===== src/design/eft_pkg.sv =====
package eft_pkg;

  // Register map, word index on the configuration port
  localparam int REG_IDX_W = 3;
  localparam int PADDR_W   = 5;
  localparam logic [REG_IDX_W-1:0] REG_FRAMING_ENABLE  = 3'd0;
  localparam logic [REG_IDX_W-1:0] REG_STATION_ADDRESS = 3'd1;
  localparam logic [REG_IDX_W-1:0] REG_MASTER_MODE     = 3'd2;
  localparam logic [REG_IDX_W-1:0] REG_PAD_ENABLE      = 3'd3;
  localparam logic [REG_IDX_W-1:0] REG_START_CODE      = 3'd4;
  localparam logic [REG_IDX_W-1:0] REG_STOP_CODE       = 3'd5;
  localparam logic [REG_IDX_W-1:0] REG_ESCAPE_CODE     = 3'd6;

  localparam logic       RST_FRAMING_ENABLE  = 1'b0;
  localparam logic [7:0] RST_STATION_ADDRESS = 8'd0;
  localparam logic       RST_MASTER_MODE     = 1'b1;
  localparam logic       RST_PAD_ENABLE      = 1'b0;
  localparam logic [7:0] RST_START_CODE      = 8'd250;
  localparam logic [7:0] RST_STOP_CODE       = 8'd251;
  localparam logic [7:0] RST_ESCAPE_CODE     = 8'd252;

  // Results per input beat are capped
  localparam int MAX_RESULTS = 32;
  localparam int CNT_W       = $clog2(MAX_RESULTS);

  localparam int QUEUE_DEPTH = 2;
  localparam int QPTR_W      = $clog2(QUEUE_DEPTH);

  typedef struct packed {
    logic [7:0] data_byte;
    logic       has_data;
    logic       first;
    logic       last;
  } eft_in_t;

  typedef struct packed {
    logic [7:0] out_byte;
    logic       run_last;
  } eft_out_t;

  typedef struct packed {
    logic       framing_enable;
    logic [7:0] station_address;
    logic       master_mode;
    logic       pad_enable;
    logic [7:0] start_code;
    logic [7:0] stop_code;
    logic [7:0] escape_code;
  } eft_cfg_t;

  // One classified beat: which parts of the line sequence to send
  typedef struct packed {
    logic       raw;
    logic       do_start;
    logic       do_addr;
    logic       do_data;
    logic       do_close;
    logic [7:0] data;
    logic [7:0] chk;
    logic [7:0] pad_n;
  } eft_desc_t;

  function automatic logic is_special(eft_cfg_t cfg, logic [7:0] b);
    return (b == cfg.start_code) || (b == cfg.stop_code) || (b == cfg.escape_code);
  endfunction

endpackage


===== src/design/eft_queue.sv =====
module eft_queue
  import eft_pkg::*;
(
  input  logic      clk,
  input  logic      rst_n,
  input  logic      push,
  input  eft_desc_t push_desc,
  input  logic      pop,
  output logic      full,
  output logic      not_empty,
  output eft_desc_t head
);

  eft_desc_t          mem_r [QUEUE_DEPTH];
  logic [QPTR_W-1:0]  wr_ptr_r;
  logic [QPTR_W-1:0]  rd_ptr_r;
  logic [QPTR_W:0]    count_r;

  assign full      = (count_r == (QPTR_W+1)'(QUEUE_DEPTH));
  assign not_empty = (count_r != '0);
  assign head      = mem_r[rd_ptr_r];

  always_ff @(posedge clk) begin
    if (push) begin
      mem_r[wr_ptr_r] <= push_desc;
    end
  end

  always_ff @(posedge clk) begin
    if (!rst_n) begin
      wr_ptr_r <= '0;
      rd_ptr_r <= '0;
      count_r  <= '0;
    end else begin
      if (push) begin
        wr_ptr_r <= wr_ptr_r + 1'b1;
      end
      if (pop) begin
        rd_ptr_r <= rd_ptr_r + 1'b1;
      end
      if (push && !pop) begin
        count_r <= count_r + 1'b1;
      end else if (pop && !push) begin
        count_r <= count_r - 1'b1;
      end
    end
  end

endmodule


===== src/design/eft_front.sv =====
module eft_front
  import eft_pkg::*;
#(
  parameter int BODY_TARGET = 30
) (
  input  logic      clk,
  input  logic      rst_n,
  input  eft_cfg_t  cfg,
  input  logic      in_valid,
  output logic      in_ready,
  input  eft_in_t   in_data,
  input  logic      q_full,
  output logic      push,
  output eft_desc_t push_desc
);

  localparam logic [9:0] TGT_ESC   = 10'(BODY_TARGET - 2);
  localparam logic [9:0] TGT_PLAIN = 10'(BODY_TARGET - 1);

  logic [7:0] chk_r, chk_nxt;
  logic [7:0] bc_r, bc_nxt;

  logic       accept;
  logic       chk_spec;
  logic       zero_two;
  logic [9:0] base_bc;
  logic [9:0] addr_len;
  logic [9:0] data_len;
  logic [9:0] s1, s2, s3, tgt, pad10, bc_end;

  assign in_ready = !q_full;
  assign accept   = in_valid && !q_full;

  always_comb begin
    base_bc  = in_data.first ? 10'd0 : {2'b00, bc_r};
    addr_len = !in_data.first ? 10'd0 :
               (is_special(cfg, cfg.station_address) ? 10'd2 : 10'd1);
    data_len = !in_data.has_data ? 10'd0 :
               (is_special(cfg, in_data.data_byte) ? 10'd2 : 10'd1);
    s1       = base_bc + addr_len + data_len;

    chk_nxt  = (in_data.first ? cfg.station_address : chk_r) ^
               (in_data.has_data ? in_data.data_byte : 8'h00);
    chk_spec = is_special(cfg, chk_nxt);
    zero_two = is_special(cfg, 8'h00);
    tgt      = chk_spec ? TGT_ESC : TGT_PLAIN;

    // zeros that still fit before the checksum; raw beats never pad
    if (cfg.framing_enable && cfg.pad_enable && in_data.last && (s1 <= tgt)) begin
      pad10 = zero_two ? ((tgt - s1) >> 1) : (tgt - s1);
    end else begin
      pad10 = 10'd0;
    end
    s2     = s1 + (zero_two ? (pad10 << 1) : pad10);
    s3     = s2 + (chk_spec ? 10'd2 : 10'd1);
    bc_end = in_data.last ? s3 : s1;
    bc_nxt = (bc_end > 10'd255) ? 8'd255 : bc_end[7:0];
  end

  always_comb begin
    push_desc.raw      = !cfg.framing_enable;
    push_desc.do_start = cfg.framing_enable && in_data.first && cfg.master_mode;
    push_desc.do_addr  = cfg.framing_enable && in_data.first;
    push_desc.do_data  = in_data.has_data;
    push_desc.do_close = cfg.framing_enable && in_data.last;
    push_desc.data     = in_data.data_byte;
    push_desc.chk      = chk_nxt;
    push_desc.pad_n    = pad10[7:0];
    // drop beats that put nothing on the line
    push = accept && (cfg.framing_enable
                      ? (in_data.first || in_data.has_data || in_data.last)
                      : in_data.has_data);
  end

  always_ff @(posedge clk) begin
    if (!rst_n) begin
      chk_r <= '0;
      bc_r  <= '0;
    end else if (accept && cfg.framing_enable) begin
      chk_r <= chk_nxt;
      bc_r  <= bc_nxt;
    end
  end

endmodule


===== src/design/eft_back.sv =====
module eft_back
  import eft_pkg::*;
(
  input  logic      clk,
  input  logic      rst_n,
  input  eft_cfg_t  cfg,
  input  logic      q_valid,
  input  eft_desc_t q_desc,
  output logic      pop,
  output logic      out_valid,
  input  logic      out_ready,
  output eft_out_t  out_data
);

  localparam int NUM_PHASES = 6;
  localparam logic [2:0] PH_START = 3'd0;
  localparam logic [2:0] PH_ADDR  = 3'd1;
  localparam logic [2:0] PH_DATA  = 3'd2;
  localparam logic [2:0] PH_PAD   = 3'd3;
  localparam logic [2:0] PH_CHK   = 3'd4;
  localparam logic [2:0] PH_STOP  = 3'd5;

  function automatic logic [NUM_PHASES-1:0] phases_of(eft_desc_t d);
    logic [NUM_PHASES-1:0] en;
    en           = '0;
    en[PH_START] = d.do_start;
    en[PH_ADDR]  = d.do_addr;
    en[PH_DATA]  = d.do_data;
    en[PH_PAD]   = (d.pad_n != 8'd0);
    en[PH_CHK]   = d.do_close;
    en[PH_STOP]  = d.do_close;
    return en;
  endfunction

  // {found, phase}: lowest enabled phase at or above lo
  function automatic logic [3:0] find_from(logic [NUM_PHASES-1:0] en, int lo);
    logic [3:0] res;
    res = 4'd0;
    for (int i = NUM_PHASES - 1; i >= 0; i--) begin
      if (i >= lo && en[i]) begin
        res = {1'b1, 3'(i)};
      end
    end
    return res;
  endfunction

  eft_desc_t        desc_r;
  logic             busy_r;
  logic [2:0]       ph_r;
  logic             esc_sec_r;
  logic [7:0]       pad_left_r;
  logic [CNT_W-1:0] cnt_r;
  logic             out_valid_r;
  eft_out_t         out_data_r;

  logic [NUM_PHASES-1:0] en;
  logic [3:0]  first_ph;
  logic [3:0]  next_ph;
  logic [7:0]  cur_val;
  logic        escapable;
  logic        two;
  logic [7:0]  byte_v;
  logic        elem_done;
  logic        phase_done;
  logic        final_v;
  logic        step;

  assign out_valid = out_valid_r;
  assign out_data  = out_data_r;

  always_comb begin
    en       = phases_of(desc_r);
    first_ph = find_from(phases_of(q_desc), 0);
    next_ph  = find_from(en, int'(ph_r) + 1);

    case (ph_r)
      PH_START: cur_val = cfg.start_code;
      PH_ADDR:  cur_val = cfg.station_address;
      PH_DATA:  cur_val = desc_r.data;
      PH_PAD:   cur_val = 8'h00;
      PH_CHK:   cur_val = desc_r.chk;
      PH_STOP:  cur_val = cfg.stop_code;
      default:  cur_val = 8'h00;
    endcase

    escapable  = (ph_r == PH_ADDR) || (ph_r == PH_PAD) || (ph_r == PH_CHK) ||
                 ((ph_r == PH_DATA) && !desc_r.raw);
    two        = escapable && is_special(cfg, cur_val);
    byte_v     = esc_sec_r ? (cur_val - cfg.start_code) :
                 (two ? cfg.escape_code : cur_val);
    elem_done  = !two || esc_sec_r;
    phase_done = elem_done && ((ph_r != PH_PAD) || (pad_left_r == 8'd1));
    final_v    = (phase_done && !next_ph[3]) || (cnt_r == CNT_W'(MAX_RESULTS - 1));

    step = busy_r && (!out_valid_r || out_ready);
    pop  = !busy_r && q_valid;
  end

  always_ff @(posedge clk) begin
    if (pop) begin
      desc_r <= q_desc;
    end
    if (step) begin
      out_data_r.out_byte <= byte_v;
      out_data_r.run_last <= final_v;
    end
  end

  always_ff @(posedge clk) begin
    if (!rst_n) begin
      busy_r      <= 1'b0;
      ph_r        <= PH_START;
      esc_sec_r   <= 1'b0;
      pad_left_r  <= '0;
      cnt_r       <= '0;
      out_valid_r <= 1'b0;
    end else begin
      if (pop) begin
        busy_r     <= 1'b1;
        ph_r       <= first_ph[2:0];
        esc_sec_r  <= 1'b0;
        pad_left_r <= q_desc.pad_n;
        cnt_r      <= '0;
      end
      if (step) begin
        out_valid_r <= 1'b1;
        cnt_r       <= cnt_r + 1'b1;
        if (final_v) begin
          busy_r <= 1'b0;
        end else if (elem_done) begin
          esc_sec_r <= 1'b0;
          if (phase_done) begin
            ph_r       <= next_ph[2:0];
            pad_left_r <= desc_r.pad_n;
          end else begin
            // another pad zero
            pad_left_r <= pad_left_r - 1'b1;
          end
        end else begin
          esc_sec_r <= 1'b1;
        end
      end else if (out_ready) begin
        out_valid_r <= 1'b0;
      end
    end
  end

endmodule


===== src/design/escaped_frame_transmitter.sv =====
// Channel  | Ports                               | Beat
// ---------+-------------------------------------+-------------------------------
// input    | in_valid, in_ready, in_data         | one payload byte with flags
// result   | out_valid, out_ready, out_data      | one line byte, run_last flag
// config   | psel, penable, pwrite, paddr, ...   | one register write or read
//
// The back sequencer loads a beat from the queue, then sends its line bytes one per
// cycle from the output register while out_ready does not stall it.
// The front classifies an input beat combinationally and takes a new one while the
// two-entry queue has room. Reset (rst_n low, synchronous) clears the checksum,
// body count, queue and sequencer and loads the register reset values.
// A stalled out_ready holds the sequencer; in_ready drops only when the queue is full.
module escaped_frame_transmitter
  import eft_pkg::*;
#(
  parameter int BODY_TARGET = 30
) (
  input  logic               clk,
  input  logic               rst_n,
  input  logic               in_valid,
  output logic               in_ready,
  input  eft_in_t            in_data,
  output logic               out_valid,
  input  logic               out_ready,
  output eft_out_t           out_data,
  input  logic               psel,
  input  logic               penable,
  input  logic               pwrite,
  input  logic [PADDR_W-1:0] paddr,
  input  logic [31:0]        pwdata,
  output logic [31:0]        prdata,
  output logic               pready
);

  logic       framing_enable_r;
  logic [7:0] station_address_r;
  logic       master_mode_r;
  logic       pad_enable_r;
  logic [7:0] start_code_r;
  logic [7:0] stop_code_r;
  logic [7:0] escape_code_r;

  eft_cfg_t              cfg;
  logic                  wr_en;
  logic [REG_IDX_W-1:0]  reg_idx;

  logic      push;
  eft_desc_t push_desc;
  logic      pop;
  logic      q_full;
  logic      q_valid;
  eft_desc_t q_head;

  assign pready  = 1'b1;
  assign wr_en   = psel && penable && pwrite;
  assign reg_idx = paddr[PADDR_W-1:2];

  always_comb begin
    cfg.framing_enable  = framing_enable_r;
    cfg.station_address = station_address_r;
    cfg.master_mode     = master_mode_r;
    cfg.pad_enable      = pad_enable_r;
    cfg.start_code      = start_code_r;
    cfg.stop_code       = stop_code_r;
    cfg.escape_code     = escape_code_r;
  end

  always_ff @(posedge clk) begin
    if (!rst_n) begin
      framing_enable_r  <= RST_FRAMING_ENABLE;
      station_address_r <= RST_STATION_ADDRESS;
      master_mode_r     <= RST_MASTER_MODE;
      pad_enable_r      <= RST_PAD_ENABLE;
      start_code_r      <= RST_START_CODE;
      stop_code_r       <= RST_STOP_CODE;
      escape_code_r     <= RST_ESCAPE_CODE;
    end else if (wr_en) begin
      case (reg_idx)
        REG_FRAMING_ENABLE:  framing_enable_r  <= pwdata[0];
        REG_STATION_ADDRESS: station_address_r <= pwdata[7:0];
        REG_MASTER_MODE:     master_mode_r     <= pwdata[0];
        REG_PAD_ENABLE:      pad_enable_r      <= pwdata[0];
        REG_START_CODE:      start_code_r      <= pwdata[7:0];
        REG_STOP_CODE:       stop_code_r       <= pwdata[7:0];
        REG_ESCAPE_CODE:     escape_code_r     <= pwdata[7:0];
        default: ;
      endcase
    end
  end

  always_comb begin
    case (reg_idx)
      REG_FRAMING_ENABLE:  prdata = {31'd0, framing_enable_r};
      REG_STATION_ADDRESS: prdata = {24'd0, station_address_r};
      REG_MASTER_MODE:     prdata = {31'd0, master_mode_r};
      REG_PAD_ENABLE:      prdata = {31'd0, pad_enable_r};
      REG_START_CODE:      prdata = {24'd0, start_code_r};
      REG_STOP_CODE:       prdata = {24'd0, stop_code_r};
      REG_ESCAPE_CODE:     prdata = {24'd0, escape_code_r};
      default:             prdata = 32'd0;
    endcase
  end

  eft_front #(
    .BODY_TARGET(BODY_TARGET)
  ) u_front (
    .clk      (clk),
    .rst_n    (rst_n),
    .cfg      (cfg),
    .in_valid (in_valid),
    .in_ready (in_ready),
    .in_data  (in_data),
    .q_full   (q_full),
    .push     (push),
    .push_desc(push_desc)
  );

  eft_queue u_queue (
    .clk      (clk),
    .rst_n    (rst_n),
    .push     (push),
    .push_desc(push_desc),
    .pop      (pop),
    .full     (q_full),
    .not_empty(q_valid),
    .head     (q_head)
  );

  eft_back u_back (
    .clk      (clk),
    .rst_n    (rst_n),
    .cfg      (cfg),
    .q_valid  (q_valid),
    .q_desc   (q_head),
    .pop      (pop),
    .out_valid(out_valid),
    .out_ready(out_ready),
    .out_data (out_data)
  );

endmodule


===== config.mk =====
export PLATFORM = sky130hd
export DESIGN_NAME = escaped_frame_transmitter
export DESIGN_NICKNAME = d
export VERILOG_FILES = /design/src/design/eft_pkg.sv /design/src/design/eft_queue.sv /design/src/design/eft_front.sv /design/src/design/eft_back.sv /design/src/design/escaped_frame_transmitter.sv
export SDC_FILE = /design/constraint.sdc
export NUM_CORES = 1
export LEC_CHECK = 0
export BUFFER_PORTS_ARGS = -buffer_cell sky130_fd_sc_hd__clkbuf_2
export CORE_ASPECT_RATIO = 1.5
export CORE_MARGIN = 3
export CORE_UTILIZATION = 60
export CTS_BUF_LIST = sky130_fd_sc_hd__clkbuf_8
export DETAILED_ROUTE_END_ITERATION = 6
export PLACE_DENSITY_LB_ADDON = 0.05
export SLEW_MARGIN = 20
export SYNTH_ARGS = -nofsm -noshare
export SYNTH_HDL_FRONTEND = slang
export SYNTH_SLANG_ARGS = --single-unit
export TNS_END_PERCENT = 30

===== constraint.sdc =====
create_clock -name clk -period 12.55 [get_ports clk]
set_input_delay 0.6275 -clock clk [delete_from_list [all_inputs] [get_ports clk]]
set_output_delay 0.6275 -clock clk [all_outputs]
set_load 0.05 [all_outputs]

# Yosys cells after proc, flatten, opt, wreduce, memory -nomap -nowiden
# Memories as Yosys holds them, arrays and structs flattened. A register that Yosys moved wholly into a read port is not among the register bits.
# Cells that the tools add are included.
dict set report op_classes {
  add_sub_neg 13
  order_cmp 8
  eq_ne 27
  mux 57
  n_bitwise 1
  n_reduce_logical 71
}
# cell n
set ops {}
lappend ops {{$eq A8 B8 Y1} 12}
lappend ops {{$mux W8} 11}
lappend ops {{$ge A3 B32 Y1 const A} 2}
lappend ops {{$ge A4 B32 Y1 const A} 2}
lappend ops {{$mux W10} 6}
lappend ops {{$pmux W8 S7} 1}
lappend ops {{$add A10 B10 Y10} 4}
lappend ops {{$pmux W8 S5} 1}
lappend ops {{$ge A1 B32 Y1 const A} 1}
lappend ops {{$ge A2 B32 Y1 const A} 1}
lappend ops {{$mux W3} 10}
lappend ops {{$logic_and A1 B1 Y1} 25}
lappend ops {{$logic_not A8 Y1} 3}
lappend ops {{$mux W4} 6}
lappend ops {{$logic_or A1 B1 Y1} 19}
lappend ops {{$reduce_bool A8 Y1} 2}
lappend ops {{$eq A3 B3 Y1 const B} 5}
lappend ops {{$mux W1} 15}
lappend ops {{$reduce_and A2 Y1} 7}
lappend ops {{$eq A3 B2 Y1 const B} 4}
lappend ops {{$gt A10 B8 Y1 const B} 1}
lappend ops {{$le A10 B10 Y1} 1}
lappend ops {{$mux W2} 5}
lappend ops {{$mux W5} 2}
lappend ops {{other kinds (17)} 31}
dict set report word_totals {
  regBits 112
  ram_bits 58
  input_bits 55
  output_inout_bits 44
  word_cells 206
  memories 1
}
# name words word_bits rd rd_clocked_by_memory_dff wr line
set memory_table {}
lappend memory_table {u_queue.mem_r 2 29 1 1 1 eft_queue.sv:14} ;# eft_desc_t mem_r [QUEUE_DEPTH];

# Longest topological paths before layout
dict set report logic_depth {
  depth_word 16
  ltp_mapped 28
  depth_no_buf 26
}

# Cells and area by module
# From an unflattened synthesis, not the netlist that was laid out.
dict set report hier_totals {
  cells_unflattened 1097
  area_unflattened_um2 10928.0
}
# mod instances cells_per_inst area_each_um2
set by_module_without_submodules {}
lappend by_module_without_submodules {eft_back 1 378 3643.5}
lappend by_module_without_submodules {eft_front 1 391 3055.4}
lappend by_module_without_submodules {eft_queue 1 112 2313.5}
lappend by_module_without_submodules {escaped_frame_transmitter 1 216 1915.6}

# Worst setup path after synthesis
# No wires, ideal clock.
dict set report synth_timing {
  kind {in2reg}
  startpoint {input port in_data[1] (netlist bit)}
  endpoint {register u_front.bc_r[0]}
  setup_time_ps 119
  arrival_ps 6232
  setup_slack_ps 6199
  path_stages 27
  path_buffers 3
  cell_sequence {buf_2 > buf_2 > mux2i_1 > xnor2_1 > xnor2_1 > nand2_1 > o41a_1 > inv_1 > ha_1 > inv_1 > ha_1 > nor2_1 > o2111ai_1 > o211ai_2 > clkbuf_1 > nor2_1 > fa_1 > ha_1 > fa_1 > nand2_1 > nand2_1 > a21oi_1 > o21ai_0 > o41ai_1 > xnor3_1 > o32a_1 > o221a_2}
}
dict set report synth_via {
  elab_chain_len 15
  word_cells_on_any_way 24
  cone_classes {add/sub (5); order compare (2); eq/ne (3); mux (10); bitwise (1); reduce/logical (3)}
}
# element line
set synth_rtl {}
lappend synth_rtl {{from (decl)} escaped_frame_transmitter.sv:22} ;# input eft_in_t in_data,
lappend synth_rtl {{branches (longest 12 deep; another with $add A10 B10 Y10)} -}
lappend synth_rtl {{$mux W10 *} eft_front.sv:56} ;# bc_end = in_data.last ? s3 : s1;
lappend synth_rtl {{$gt A10 B8 Y1} eft_front.sv:57} ;# bc_nxt = (bc_end > 10'd255) ? 8'd255 : bc_end[7:0];
lappend synth_rtl {{$mux W8 *} eft_front.sv:57}
lappend synth_rtl {{to (signal assigned)} eft_front.sv:81} ;# bc_r <= bc_nxt;
lappend synth_rtl {{to (decl)} eft_front.sv:21} ;# logic [7:0] bc_r, bc_nxt;
# Mark *: on every way between the ends.
# A chain may end at the register's enable or synchronous reset.

# Worst setup path in the final report
dict set report layout_timing {
  startpoint {register escape_code_r[7]}
  endpoint {register u_front.bc_r[1]}
}
dict set report layout_via {
  elab_chain_len 15
  word_cells_on_any_way 27
  cone_classes {add/sub (5); order compare (2); eq/ne (3); mux (11); reduce/logical (6)}
}
# element line
set layout_rtl {}
lappend layout_rtl {{from (decl)} escaped_frame_transmitter.sv:41} ;# logic [7:0] escape_code_r;
lappend layout_rtl {{from (signal assigned)} escaped_frame_transmitter.sv:85} ;# REG_ESCAPE_CODE: escape_code_r <= pwdata[7:0];
lappend layout_rtl {{$eq A8 B8 Y1} eft_pkg.sv:64} ;# return (b == cfg.start_code) || (b == cfg.stop_code) || (b == cfg.escape_code);
lappend layout_rtl {{$logic_or A1 B1 Y1} eft_pkg.sv:64}
lappend layout_rtl {{$mux W2} eft_front.sv:37} ;# (is_special(cfg, cfg.station_address) ? 10'd2 : 10'd1);
lappend layout_rtl {{$mux W10} eft_front.sv:36} ;# addr_len = !in_data.first ? 10'd0 :
lappend layout_rtl {{$add A10 B10 Y10 (2 in series)} eft_front.sv:40} ;# s1 = base_bc + addr_len + data_len;
lappend layout_rtl {{$sub A10 B10 Y10 / $le A10 B10 Y1 (equally long branches)} {eft_front.sv:50, eft_front.sv:49}}
lappend layout_rtl {{$mux W10 / $logic_and A1 B1 Y1 (equally long branches)} {eft_front.sv:50, eft_front.sv:49}}
lappend layout_rtl {{$mux W10} eft_front.sv:49} ;# if (cfg.framing_enable && cfg.pad_enable && in_data.last && (s1 <= tgt)) begin
lappend layout_rtl {{$mux W10} eft_front.sv:54} ;# s2 = s1 + (zero_two ? (pad10 << 1) : pad10);
lappend layout_rtl {{$add A10 B10 Y10} eft_front.sv:54}
lappend layout_rtl {{$add A10 B10 Y10} eft_front.sv:55} ;# s3 = s2 + (chk_spec ? 10'd2 : 10'd1);
lappend layout_rtl {{$mux W10 *} eft_front.sv:56}
lappend layout_rtl {{$gt A10 B8 Y1} eft_front.sv:57}
lappend layout_rtl {{$mux W8 *} eft_front.sv:57}
# Every way passes the cells marked *; elsewhere a longest branch is shown, timed or not.

==> flow_results.xml <==
<?xml version="1.0" encoding="UTF-8"?>
<metrics>
  <group name="outcome">
    <metric name="result_of_the_run" unit="">finished, final reports clean</metric>
  </group>
  <group name="layout">
    <metric name="num_antenna_cells" unit="">0</metric>
    <metric name="fraction_of_final_layout_cells_sized_beyond_drive_strength_1" unit="">0.139</metric>
    <metric name="final.fill_count" unit="">1513</metric>
    <metric name="final_core_utilization" unit="">0.640</metric>
    <metric name="areaGrowthSynthToFinish" unit="%">4.48</metric>
    <metric name="finalNonFillerCells" unit="">1315</metric>
    <metric name="finish.instance_area" unit="mm2">0.0111</metric>
    <metric name="design.final.nets" unit="">1189</metric>
  </group>
  <group name="worst_setup_path">
    <metric name="cp_slowest_stage_delay" unit="ns">0.74</metric>
    <metric name="worstRegToRegCells" unit="">25</metric>
    <metric name="regToRegSetupSlack" unit="ns">5.32</metric>
    <metric name="timing.critical_path.max_delay_family" unit="">compound AO/OA/AOI/OAI gates</metric>
    <metric name="worst_r2r_startpoint" unit="">escape_code_r[7]</metric>
    <metric name="crit_start_category" unit="">flop</metric>
    <metric name="worstSetupPathType" unit="">flop to flop</metric>
    <metric name="worstReg2RegEnd" unit="">u_front.bc_r[1]</metric>
    <metric name="startpoint" unit="">escape_code_r[7]</metric>
    <metric name="crit_fanout" unit="">18</metric>
    <metric name="crit_path_top_delay_cell" unit="">sky130_fd_sc_hd__dfxtp_1</metric>
    <metric name="cpMostUsedCell" unit="">sky130_fd_sc_hd__fa_1</metric>
    <metric name="worst_setup_path_end_kind" unit="">flop</metric>
    <metric name="cp.arrival" unit="ns">7.60</metric>
    <metric name="crit_buf_inv" unit="">1</metric>
    <metric name="worst-endpoint-required" unit="ns">12.93</metric>
  </group>
  <group name="place">
    <metric name="placedInstanceArea" unit="mm2">0.0107</metric>
    <metric name="routabilityCongestion" unit="">0.944</metric>
    <metric name="placed_cells" unit="">1283</metric>
    <metric name="port_buffers" unit="">47</metric>
    <metric name="dp.final_hpwl" unit="um">18400</metric>
  </group>
  <group name="grt">
    <metric name="gr-usage-met2" unit="">0.444</metric>
    <metric name="grt_util_met1" unit="">0.346</metric>
    <metric name="grt-ovfl-total" unit="">0</metric>
    <metric name="track_usage" unit="">0.270</metric>
    <metric name="grt_max_degree" unit="">38</metric>
    <metric name="first_pass_grt_wire_length" unit="um">40500</metric>
    <metric name="groute.layer.met3.usage" unit="">0.0379</metric>
    <metric name="grt_pass1_vias" unit="">7639</metric>
    <metric name="antenna_found_initial" unit="">0</metric>
    <metric name="grt_most_used_layer" unit="">met2</metric>
  </group>
  <group name="pwr">
    <metric name="total_leakage_power" unit="nW">4.23</metric>
    <metric name="report.power.total" unit="mW">1.85</metric>
    <metric name="highest_ir_drop_seen_on_vdd" unit="uV">135</metric>
    <metric name="power_per_cell_area" unit="mW/mm2">167</metric>
  </group>
  <group name="drt">
    <metric name="drc" unit="">0</metric>
    <metric name="drt-wirelength-per-cell" unit="um">19.1</metric>
    <metric name="first_iter_violations" unit="">524</metric>
    <metric name="dr_total_vias" unit="">7829</metric>
    <metric name="dr.pass1.iters" unit="">5</metric>
    <metric name="ant_nets" unit="">0</metric>
    <metric name="drt_wl_total" unit="um">25200</metric>
    <metric name="avgViaCountPerCell" unit="">5.95</metric>
  </group>
  <group name="timing">
    <metric name="worst-slew-pin-transition" unit="ns">1.00</metric>
    <metric name="finClkSkew" unit="ns">0.0178</metric>
    <metric name="max_slew_margin" unit="">0.328</metric>
    <metric name="setup_repair_after_global_routing_missed_its_margin" unit="">no</metric>
    <metric name="finalSetupViolations" unit="">0</metric>
    <metric name="maxSlewViolCount" unit="">0</metric>
    <metric name="hold_violations" unit="">0</metric>
    <metric name="setup_total_negative_slack" unit="ns">0</metric>
    <metric name="min_period_over_period" unit="">0.576</metric>
    <metric name="min_period" unit="ns">7.23</metric>
    <metric name="max_clock_freq" unit="GHz">0.138</metric>
  </group>
  <group name="synthesis">
    <metric name="synthArstFlopShare" unit="">0</metric>
    <metric name="netlist-cell-type-count" unit="">74</metric>
    <metric name="synth_enable_flop_cells" unit="">96</metric>
    <metric name="yosys_warnings" unit="">0</metric>
    <metric name="ys_ff_latch" unit="">171</metric>
    <metric name="post_synth_inst_count" unit="">1091</metric>
    <metric name="synth_area_per_cell" unit="um2">9.73</metric>
    <metric name="mappedNetlistArea" unit="mm2">0.0106</metric>
    <metric name="ys_dominant_reg_cell" unit="">sky130_fd_sc_hd__edfxtp_1</metric>
    <metric name="synth_sequential_area_ratio" unit="">0.413</metric>
  </group>
  <group name="cts">
    <metric name="cts_hold_buffers" unit="">0</metric>
    <metric name="clk-insertion-delay-late" unit="ns">0.48</metric>
    <metric name="cts_inserted_buffers" unit="">17</metric>
    <metric name="clock_tree_from_tritoncts" unit="">done</metric>
    <metric name="post_cts_buffers" unit="">0</metric>
    <metric name="clockBufferDepth" unit="">2</metric>
    <metric name="cts-root-buf" unit="">sky130_fd_sc_hd__clkbuf_8</metric>
    <metric name="clock_tree.htree_level_count" unit="">4</metric>
    <metric name="cts-resized-gates" unit="">0</metric>
    <metric name="clock-sinks" unit="">171</metric>
    <metric name="clock_pin_slew_reported_for_the_worst_setup_and_hold_paths_after_clock_tree_synthesis" unit="ns">0.10</metric>
  </group>
  <group name="min_path">
    <metric name="hold_start" unit="">out_ready</metric>
    <metric name="min_delay_path_depth" unit="">3</metric>
    <metric name="min-delay-path-class" unit="">primary input to flop</metric>
    <metric name="holdPathEnd" unit="">u_back.out_valid</metric>
  </group>
  <group name="floorplan">
    <metric name="fp.coreArea" unit="mm2">0.0173</metric>
    <metric name="ports" unit="">99</metric>
    <metric name="num_rows" unit="">59</metric>
    <metric name="initial_utilization" unit="">0.612</metric>
    <metric name="die_area" unit="mm2">0.0194</metric>
    <metric name="die_h" unit="um">169</metric>
    <metric name="die_width" unit="um">115</metric>
  </group>
  <group name="job">
    <metric name="maxCapViolations" unit="">0</metric>
  </group>
</metrics>
-- sequential cells by signal (all words and copies together) (netlist names), named ones only --
signal             count
escape_code_r          8
framing_enable_r       1
master_mode_r          1
pad_enable_r           1
start_code_r           8
station_address_r      8
stop_code_r            8
u_back.busy_r          1
u_back.cnt_r           5
u_back.desc_r         29
u_back.esc_sec_r       1
u_back.out_data        9
u_back.out_valid       1
u_back.pad_left_r      8
u_back.ph_r            3
u_front.bc_r           8
u_front.chk_r          8
u_queue.count_r        2
u_queue.mem_r         58
u_queue.rd_ptr_r       1
u_queue.wr_ptr_r       1
-- cells by family after synthesis --
group	count (synthesis)	synth area share
AO/OA/AOI/OAI	167	0.117
XOR/XNOR	126	0.105
adder cells (fa/ha/maj)	45	0.0580
buffers and inverters	161	0.0728
flip-flops	171	0.413
multiplexers	85	0.0842
other	2	0.000707
AND/OR/NAND/NOR	334	0.149
-- worst max-delay path by stage --
stage,cells past startpoint,end
final,25,u_front.bc_r[1]
after global placement,25,u_front.bc_r[1]
after detailed placement,25,u_front.bc_r[1]
after floorplan,27,u_front.bc_r[0]
after global routing,26,u_front.bc_r[1]
after CTS,26,u_front.bc_r[1]
-- per-stage QoR --
step	worst slack [ns]	hold slack, ns
final	5.32	0.430
after global routing	4.84	0.438
after CTS	5.37	0.417
after detailed placement	5.22	0.443
after global placement	5.29	0.437
after floorplan	6.20	0.415
-- layout make-up --
cell class              instances  area (um2)  share of cell area
inverters                      62         233              0.0210
clock inverters                15         129              0.0116
multi-input cells             782        5550               0.501
well taps                     213         267              0.0240
flip-flops and latches        171        4380               0.395
repair buffers                 55         295              0.0266
clock buffers                  17         234              0.0211
-- worst register-to-register path, delay by kind of cell (launching register included) --
kind / cells / cell delay, ns
and+or+nand+nor: 6 / 0.57
DFF: 1 / 0.74
buffers and inverters: 1 / 0.07
AOI/OAI and AO/OA: 9 / 2.37
adders and majority gates: 6 / 2.26
xor gates and xnor gates: 3 / 1.14
-- where the power goes --
part / internal (mW) / switching (mW)
combinational: 0.269 / 0.462
sequential: 0.702 / 0.0491
clock: 0.144 / 0.224
-- layer usage --
| layer | vias to the layer above | wire [um] |
|---|---|---|
| met5 | - | 0 |
| met4 | 0 | 1060 |
| met3 | 81 | 1530 |
| met2 | 255 | 12100 |
| met1 | 3728 | 10400 |
| li1 | 3765 | - |
-- cell usage in the layout, fill, tap and decap left out, types with 4 or more instances in the layout --
master / instances
sky130_fd_sc_hd__buf_4: 8
sky130_fd_sc_hd__nand4_1: 11
sky130_fd_sc_hd__o32ai_2: 5
sky130_fd_sc_hd__conb_1: 25
sky130_fd_sc_hd__nand3_1: 36
sky130_fd_sc_hd__nand2b_1: 13
sky130_fd_sc_hd__edfxtp_1: 96
sky130_fd_sc_hd__nor3_1: 16
sky130_fd_sc_hd__o21ai_1: 4
sky130_fd_sc_hd__and2_1: 7
sky130_fd_sc_hd__clkbuf_2: 47
sky130_fd_sc_hd__nor4_1: 24
sky130_fd_sc_hd__o21ai_0: 27
sky130_fd_sc_hd__o221ai_2: 7
sky130_fd_sc_hd__a22oi_1: 11
sky130_fd_sc_hd__dfxtp_1: 75
sky130_fd_sc_hd__mux2_2: 25
sky130_fd_sc_hd__o22ai_1: 12
sky130_fd_sc_hd__xor2_1: 52
sky130_fd_sc_hd__ha_1: 38
sky130_fd_sc_hd__nor2_1: 97
sky130_fd_sc_hd__clkbuf_8: 17
sky130_fd_sc_hd__o221a_2: 8
sky130_fd_sc_hd__or2_2: 4
sky130_fd_sc_hd__nand3b_1: 6
sky130_fd_sc_hd__a21oi_1: 49
sky130_fd_sc_hd__nor2b_1: 11
sky130_fd_sc_hd__inv_1: 60
sky130_fd_sc_hd__and3_1: 4
sky130_fd_sc_hd__fa_1: 7
sky130_fd_sc_hd__xnor2_1: 73
sky130_fd_sc_hd__inv_6: 6
sky130_fd_sc_hd__o211ai_1: 8
sky130_fd_sc_hd__nand2_1: 91
sky130_fd_sc_hd__mux2i_1: 59
-- cells in the mapped netlist, types with 12 or more instances --
cell	number	area (um2)
sky130_fd_sc_hd__nand3_1	36	180
sky130_fd_sc_hd__inv_1	60	225
sky130_fd_sc_hd__ha_1	38	475
sky130_fd_sc_hd__buf_2	15	75.1
sky130_fd_sc_hd__xnor2_1	73	639
sky130_fd_sc_hd__nand2b_1	13	81.3
sky130_fd_sc_hd__edfxtp_1	96	2880
sky130_fd_sc_hd__xor2_1	52	455
sky130_fd_sc_hd__o22ai_1	12	75.1
sky130_fd_sc_hd__nand2_1	91	342
sky130_fd_sc_hd__clkbuf_1	46	173
sky130_fd_sc_hd__o21ai_0	28	140
sky130_fd_sc_hd__dfxtp_1	75	1500
sky130_fd_sc_hd__mux2i_1	59	591
sky130_fd_sc_hd__nor4_1	24	150
sky130_fd_sc_hd__mux2_2	25	282
sky130_fd_sc_hd__nor3_1	16	80.1
sky130_fd_sc_hd__nor2_1	99	372
sky130_fd_sc_hd__buf_4	28	210
sky130_fd_sc_hd__a21oi_1	49	245
No activity file was read; power rests on OpenSTA's default activity.
